### src/rpc_pkg.sv
package rpc_pkg;

	localparam int DIM   = 6;
	localparam int COL_W = 2 * DIM;
	localparam int ROW_W = 3;

	// column word: row 0 entry in the top two bits, {first, second} per entry,
	// so the column word itself is the full sort key
	typedef logic [COL_W-1:0] col_t;
	typedef col_t [DIM-1:0]   pat_t;
	typedef logic [DIM-1:0]   fkey_t;
	typedef logic [3:0]       class_t;

	typedef enum logic [2:0] {
		CMD_ORDER       = 3'd0,
		CMD_MOD_ORDER   = 3'd1,
		CMD_TRANSPOSE   = 3'd2,
		CMD_FIRST_ORDER = 3'd3,
		CMD_TOGGLE_ROW  = 3'd4
	} cmd_e;

	localparam class_t CLASS_1 = 4'd1;
	localparam class_t CLASS_2 = 4'd2;
	localparam class_t CLASS_3 = 4'd3;
	localparam class_t CLASS_4 = 4'd4;
	localparam class_t CLASS_5 = 4'd5;
	localparam class_t CLASS_6 = 4'd6;
	localparam class_t CLASS_7 = 4'd7;
	localparam class_t CLASS_8 = 4'd8;

	typedef struct packed {
		logic valid;
		logic sort_b;    // lane B orders on first bits
		logic sel_full;  // result taken from the fully ordered lane
	} ctl_t;

	function automatic logic first_bit(col_t col, int r);
		return col[COL_W-1-2*r];
	endfunction

	function automatic logic second_bit(col_t col, int r);
		return col[COL_W-2-2*r];
	endfunction

	function automatic fkey_t first_key(col_t col);
		fkey_t k;
		for (int r = 0; r < DIM; r++) begin
			k[DIM-1-r] = col[COL_W-1-2*r];
		end
		return k;
	endfunction

endpackage

### src/rpc_prep.sv
module rpc_prep import rpc_pkg::*; (
	input  logic              clk,
	input  logic              arst_n,
	input  logic              en,
	input  logic              in_valid,
	input  logic [2:0]        command,
	input  logic [DIM*DIM-1:0] first_bits,
	input  logic [DIM*DIM-1:0] second_bits,
	input  logic [ROW_W-1:0]  row_select,
	output ctl_t              ctl_o,
	output pat_t              pat_o
);

	ctl_t ctl_d, ctl_q;
	pat_t pat_d, pat_q;

	always_comb begin
		logic f_b;
		logic s_b;
		logic tog;
		pat_d = '0;
		for (int c = 0; c < DIM; c++) begin
			for (int r = 0; r < DIM; r++) begin
				if (command == CMD_TRANSPOSE) begin
					f_b = first_bits[DIM*c+r];
					s_b = second_bits[DIM*c+r];
				end else begin
					f_b = first_bits[DIM*r+c];
					s_b = second_bits[DIM*r+c];
				end
				tog = (command == CMD_MOD_ORDER) ||
				      ((command == CMD_TOGGLE_ROW) && (row_select == ROW_W'(r)));
				pat_d[c][COL_W-1-2*r] = f_b;
				pat_d[c][COL_W-2-2*r] = s_b ^ (f_b & tog);
			end
		end
		ctl_d.valid    = in_valid;
		ctl_d.sort_b   = (command == CMD_FIRST_ORDER);
		ctl_d.sel_full = (command == CMD_ORDER) || (command == CMD_MOD_ORDER) ||
		                 (command == CMD_TRANSPOSE);
	end

	always_ff @(posedge clk or negedge arst_n) begin
		if (!arst_n) begin
			ctl_q <= '0;
		end else if (en) begin
			ctl_q <= ctl_d;
		end
	end

	always_ff @(posedge clk) begin
		if (en) begin
			pat_q <= pat_d;
		end
	end

	assign ctl_o = ctl_q;
	assign pat_o = pat_q;

endmodule

### src/rpc_sort_cell.sv
module rpc_sort_cell import rpc_pkg::*; #(
	parameter bit ODD = 1'b0
) (
	input  logic clk,
	input  logic arst_n,
	input  logic en,
	input  ctl_t ctl_i,
	input  pat_t a_i,
	input  pat_t b_i,
	output ctl_t ctl_o,
	output pat_t a_o,
	output pat_t b_o
);

	pat_t a_d, b_d;
	ctl_t ctl_q;
	pat_t a_q, b_q;

	// one odd-even transposition phase; swap only on strict order, keeps ties stable
	always_comb begin
		a_d = a_i;
		b_d = b_i;
		for (int i = int'(ODD); i < DIM-1; i += 2) begin
			if (a_i[i+1] > a_i[i]) begin
				a_d[i]   = a_i[i+1];
				a_d[i+1] = a_i[i];
			end
			if (ctl_i.sort_b && (first_key(b_i[i+1]) > first_key(b_i[i]))) begin
				b_d[i]   = b_i[i+1];
				b_d[i+1] = b_i[i];
			end
		end
	end

	always_ff @(posedge clk or negedge arst_n) begin
		if (!arst_n) begin
			ctl_q <= '0;
		end else if (en) begin
			ctl_q <= ctl_i;
		end
	end

	always_ff @(posedge clk) begin
		if (en) begin
			a_q <= a_d;
			b_q <= b_d;
		end
	end

	assign ctl_o = ctl_q;
	assign a_o   = a_q;
	assign b_o   = b_q;

endmodule

### src/rpc_classify.sv
module rpc_classify import rpc_pkg::*; (
	input  logic               clk,
	input  logic               arst_n,
	input  ctl_t               ctl_i,
	input  pat_t               a_i,
	input  pat_t               b_i,
	input  logic               out_ready,
	output logic               adv,
	output logic               out_valid,
	output logic [DIM*DIM-1:0] first_bits_out,
	output logic [DIM*DIM-1:0] second_bits_out,
	output logic [3:0]         case_class
);

	logic               valid_q;
	logic [DIM*DIM-1:0] f_d, s_d, f_q, s_q;
	class_t             cls_d, cls_q;
	pat_t               sel;
	logic [4:0]         col0_top, col2_top;
	logic               a_sorted, b_sorted;

	assign adv = !valid_q || out_ready;

	always_comb begin
		sel = ctl_i.sel_full ? a_i : b_i;
		for (int c = 0; c < DIM; c++) begin
			for (int r = 0; r < DIM; r++) begin
				f_d[DIM*r+c] = first_bit(sel[c], r);
				s_d[DIM*r+c] = second_bit(sel[c], r);
			end
		end
	end

	// lane A is always the fully ordered form
	always_comb begin
		for (int r = 0; r < 5; r++) begin
			col0_top[r] = first_bit(a_i[0], r);
			col2_top[r] = first_bit(a_i[2], r);
		end
		if (!first_bit(a_i[2], 0)) begin
			if (first_bit(a_i[2], 2)) begin
				cls_d = first_bit(a_i[4], 4) ? CLASS_7 : CLASS_5;
			end else begin
				cls_d = ($countones(col0_top) > 2) ? CLASS_2 : CLASS_1;
			end
		end else if (first_bit(a_i[4], 2)) begin
			cls_d = first_bit(a_i[0], 0) ? CLASS_8 : CLASS_6;
		end else begin
			cls_d = ($countones(col2_top) > 2) ? CLASS_3 : CLASS_4;
		end
	end

	always_ff @(posedge clk or negedge arst_n) begin
		if (!arst_n) begin
			valid_q <= 1'b0;
		end else if (adv) begin
			valid_q <= ctl_i.valid;
		end
	end

	always_ff @(posedge clk) begin
		if (adv) begin
			f_q   <= f_d;
			s_q   <= s_d;
			cls_q <= cls_d;
		end
	end

	assign out_valid       = valid_q;
	assign first_bits_out  = f_q;
	assign second_bits_out = s_q;
	assign case_class      = cls_q;

	always_comb begin
		a_sorted = 1'b1;
		b_sorted = 1'b1;
		for (int i = 0; i < DIM-1; i++) begin
			if (a_i[i] < a_i[i+1]) begin
				a_sorted = 1'b0;
			end
			if (first_key(b_i[i]) < first_key(b_i[i+1])) begin
				b_sorted = 1'b0;
			end
		end
	end

	a_lane_ordered: assert property (@(posedge clk) disable iff (!arst_n)
		ctl_i.valid |-> a_sorted)
		else $error("full-key lane not in descending order after last cell");

	b_lane_ordered: assert property (@(posedge clk) disable iff (!arst_n)
		(ctl_i.valid && ctl_i.sort_b) |-> b_sorted)
		else $error("first-bit lane not in descending order after last cell");

	class_range: assert property (@(posedge clk) disable iff (!arst_n)
		valid_q |-> (cls_q >= CLASS_1 && cls_q <= CLASS_8))
		else $error("class out of range");

	word_reaches_out: assert property (@(posedge clk) disable iff (!arst_n)
		(ctl_i.valid && adv) |=> valid_q)
		else $error("word dropped at output register");

endmodule

### src/residue_pattern_canonicalizer_unit.sv
// Path: the input register takes the word at the accept edge, then it passes six
// compare-exchange cells and the output register before out_valid is raised.
// Throughput: one word per cycle; the whole chain advances whenever the
// output register is empty or being taken.
// Reset: arst_n clears the valid flags of every stage; payload is not reset.
module residue_pattern_canonicalizer_unit import rpc_pkg::*; (
	input  logic               clk,
	input  logic               arst_n,
	input  logic               in_valid,
	output logic               in_ready,
	input  logic [2:0]         command,
	input  logic [DIM*DIM-1:0] first_bits,
	input  logic [DIM*DIM-1:0] second_bits,
	input  logic [ROW_W-1:0]   row_select,
	output logic               out_valid,
	input  logic               out_ready,
	output logic [DIM*DIM-1:0] first_bits_out,
	output logic [DIM*DIM-1:0] second_bits_out,
	output logic [3:0]         case_class
);

	logic adv;
	ctl_t ctl_w [DIM+1];
	pat_t a_w   [DIM+1];
	pat_t b_w   [DIM+1];
	pat_t prep_pat;

	assign in_ready = adv;

	rpc_prep u_prep (
		.clk         (clk),
		.arst_n      (arst_n),
		.en          (adv),
		.in_valid    (in_valid),
		.command     (command),
		.first_bits  (first_bits),
		.second_bits (second_bits),
		.row_select  (row_select),
		.ctl_o       (ctl_w[0]),
		.pat_o       (prep_pat)
	);

	assign a_w[0] = prep_pat;
	assign b_w[0] = prep_pat;

	for (genvar k = 0; k < DIM; k++) begin : g_cell
		rpc_sort_cell #(
			.ODD (1'(k % 2))
		) u_cell (
			.clk    (clk),
			.arst_n (arst_n),
			.en     (adv),
			.ctl_i  (ctl_w[k]),
			.a_i    (a_w[k]),
			.b_i    (b_w[k]),
			.ctl_o  (ctl_w[k+1]),
			.a_o    (a_w[k+1]),
			.b_o    (b_w[k+1])
		);
	end

	rpc_classify u_classify (
		.clk             (clk),
		.arst_n          (arst_n),
		.ctl_i           (ctl_w[DIM]),
		.a_i             (a_w[DIM]),
		.b_i             (b_w[DIM]),
		.out_ready       (out_ready),
		.adv             (adv),
		.out_valid       (out_valid),
		.first_bits_out  (first_bits_out),
		.second_bits_out (second_bits_out),
		.case_class      (case_class)
	);

endmodule

### config.mk
export PLATFORM = sky130hd
export DESIGN_NAME = residue_pattern_canonicalizer_unit
export DESIGN_NICKNAME = d
export VERILOG_FILES = /design/src/rpc_pkg.sv /design/src/rpc_prep.sv /design/src/rpc_sort_cell.sv /design/src/rpc_classify.sv /design/src/residue_pattern_canonicalizer_unit.sv
export SDC_FILE = /design/constraint.sdc
export NUM_CORES = 2
export LEC_CHECK = 0
export BUFFER_PORTS_ARGS = -buffer_cell sky130_fd_sc_hd__buf_2
export CAP_MARGIN = 15
export CORE_MARGIN = 2
export CORE_UTILIZATION = 50
export CTS_CLUSTER_DIAMETER = 40
export DETAILED_ROUTE_END_ITERATION = 16
export PLACE_DENSITY = 0.66
export SKIP_LAST_GASP = 1
export SYNTH_ARGS = -nofsm -noshare
export SYNTH_HDL_FRONTEND = slang
export SYNTH_SLANG_ARGS = --single-unit
### constraint.sdc
create_clock -name clk -period 99.3 [get_ports clk]
set_input_delay 14.895 -clock clk [delete_from_list [all_inputs] [get_ports clk]]
set_output_delay 14.895 -clock clk [all_outputs]
set_load 0.01 [all_outputs]
==> results.yml <==
clocking:
  cts-root-buf: "clkbuf_16"
  cts_resized: 0
  cts_buffers: 138
  cts_tree: "built"
  h-tree-depth: 4
  clock_path_buffers: 3
  clk_latency_ns: 0.73
  cts_num_sinks: 1033
  cts_hold_buf: 0
  clk_pin_slew_ns: 0.05
  post_cts_buffers: 0
place:
  place.gp.congestion: 0.873
  portBuffers: 159
  pre_cts_ws_ns: 68.62
  hpwlAfterDp_mm: 79.2
pwr:
  power.total_mw: 2.15
  p_leak_nw: 21.4
  powerDensity_mw_per_mm2: 38.6
  peakVddDrop_mv: 0.0174
min_path:
  hp-start: "g_cell[0].u_cell.a_o[2]"
  whs_path_depth: 0
  worstHoldEndpoint: "g_cell[1].u_cell.a_o[2]"
  hold_path.class: "flop to flop"
logic_synthesis:
  yosysWarningCount: 0
  syn_area_mm2: 0.0486
  synth_edf_count: 1012
  synth_seq_cells: 1033
  synth_nets: 3372
  syn_inst: 3027
  synth_area_per_cell_um2: 16.0
  ys_seq_area_share_pct: 63.7
  ys_types: 48
  synth_flop_cell: "edfxtp_1"
  async_flop_share_pct: 2.03
critical_path:
  cp-start-kind: "primary input"
  timing.rr.end: "g_cell[5].u_cell.b_o[28]"
  crit_arrival_ns: 15.74
  rrSetupSlack_ns: 94.66
  path_max_fanout: 43
  worstRegToRegCells: 5
  crit_path_max_incr_delay_ns: 0.46
  cp.required_ns: 84.40
  timing.rr.start: "u_classify.out_valid"
  crit_top_cell: "buf_2"
  crit_chain: "buf_2 -> nand2b_4 -> buf_2"
  slowest_stage: "nand2b_4"
  crit_path_end_kind: "primary output"
  path_class: "primary input to primary output"
floorplanning:
  die_width_um: 316
  num_rows: 114
  ios: 160
  dieArea_mm2: 0.0996
  initial_core_util_pct: 50.4
  die_h_um: 316
  core_area_mm2: 0.0964
routing:
  antenna_left: 0
  via_per_inst: 5.46
  first_pass_iters: 6
  wl_mm: 107
  num_vias: 25500
  first_iter_violations: 1637
  wire_per_inst_um: 23.0
  drcViolationCount: 0
timing:
  setup_slack_ns: 68.66
  fin_crit_ns: 30.64
  maxSlewViolCount: 0
  max_freq_mhz: 32.6
  setup_tns_ns: 0
  tightest_slew_ns: 1.16
  setup_violations: 0
  finalHoldViolCount: 0
  min_period_over_period_pct: 30.9
  relSlewSlack_pct: 23.0
  rsz0062_at_grt: "no"
  fin_skew_ns: 0.0251
grt:
  grt_pass1_wl_mm: 162
  globalRoute.totalOverflow: 0
  grt_pass1_vias: 26100
  grt_max_degree: 191
  grt_usage_pct: 22.0
  antenna_found_initial: 0
finish:
  antenna_cells: 0
  layout_common_cells: "edfxtp_1, mux2_2, inv_1, ha_1, buf_2"
  syn2layout_area_growth_pct: 14.7
  drive_gt1_share_pct: 37.7
  nNetsFinal: 3633
  mostFrequentLayoutCell: "edfxtp_1"
  nFillCells: 7384
run_status:
  run_status: "complete, no violations"
flow_run:
  max-cap-violations: 0
how the worst max path moves through the flow:
stage                     startpoint        to  slack (ns)
final                      out_ready  in_ready       68.66
after CTS                  out_ready  in_ready       68.62
after global placement     out_ready  in_ready       68.63
after global routing       out_ready  in_ready       68.58
after floorplan            out_ready  in_ready       41.71
after detailed placement   out_ready  in_ready       68.62
critical path, delay by kind of cell:
family	cells	cell delay, ns
buffers and inverters	2	0.35
and+or+nand+nor	1	0.46
power breakdown:
part | internal (mW) | switching, mW | total (mW)
clock | 0.289 | 0.193 | 0.482
sequential | 0.791 | 0.150 | 0.941
combinational | 0.358 | 0.372 | 0.729
area by class of cell:
cell class	instances	area [µm²]	share of cell area (%)
sequential	1033	30900	55.5
multi-input combinational	1627	16300	29.3
clock buffer	158	3660	6.56
tap	1276	1600	2.87
timing repair buffer	201	1220	2.20
inverter	287	1080	1.93
clock inverter	94	915	1.64
flip-flops by register name, summed over array words and instances (netlist names):
signal                      cells
u_classify.case_class           4
u_classify.first_bits_out      36
u_prep.ctl_o                    3
g_cell.u_cell.ctl_o            17
u_classify.out_valid            1
u_classify.second_bits_out     36
g_cell.u_cell.b_o             432
g_cell.u_cell.a_o             432
u_prep.pat_o                   72
synthesized netlist by cell type (all sizes together), types with 2 or more instances:
master	number	area, µm²
a221o	4	40.0
inv	287	1080
nand2	50	188
a21oi	96	480
nand3	28	140
ha	259	3240
and4	12	106
o21ai	37	185
nor3	13	65.1
o22ai	2	12.5
nand4	39	244
xor2	10	87.6
and3	4	25.0
clkbuf	25	93.8
nor2b	37	231
a221oi	7	73.8
a311oi	4	60.1
a21o	24	180
o22a	2	17.5
xnor2	26	228
mux2	825	9360
a211o	12	105
o21a	4	30.0
fa	4	80.1
o21bai	5	48.8
edfxtp	1012	30400
and2	22	138
a31oi	18	113
dfrtp	21	526
nand2b	9	56.3
nor2	12	45.0
nor3b	2	20.0
o211ai	15	113
mux2i	42	420
buf	55	314
metrics by stage:
stage	cells	utilization [%]	hold slack, ns	instance area, µm²
2_1_floorplan	3027	-	0.400	48600
3_3_place_gp	4408	52.8	0.403	50900
3_5_place_dp	4414	52.9	0.405	51000
4_1_cts	4666	57.6	0.411	55600
5_1_grt	4676	57.8	0.419	55700
6_report	4676	57.8	0.410	55700
cells by family after synthesis:
family | after synthesis | synth area share, %
flip-flops | 1033 | 63.7
buffers and inverters | 367 | 3.06
AO/OA/AOI/OAI | 231 | 3.03
XOR/XNOR | 36 | 0.649
multiplexers | 867 | 20.1
AND/OR/NAND/NOR | 230 | 2.62
adder cells (fa/ha/maj) | 263 | 6.84
layer usage:
metal | global-route usage (%) | share of wire (%)
met1 | 29.3 | 44
met2 | 37.0 | 49
met3 | 3.38 | 4.1
met4 | 7.22 | 2.7
met5 | 0 | 0
No activity file was read; power rests on OpenSTA's default activity.
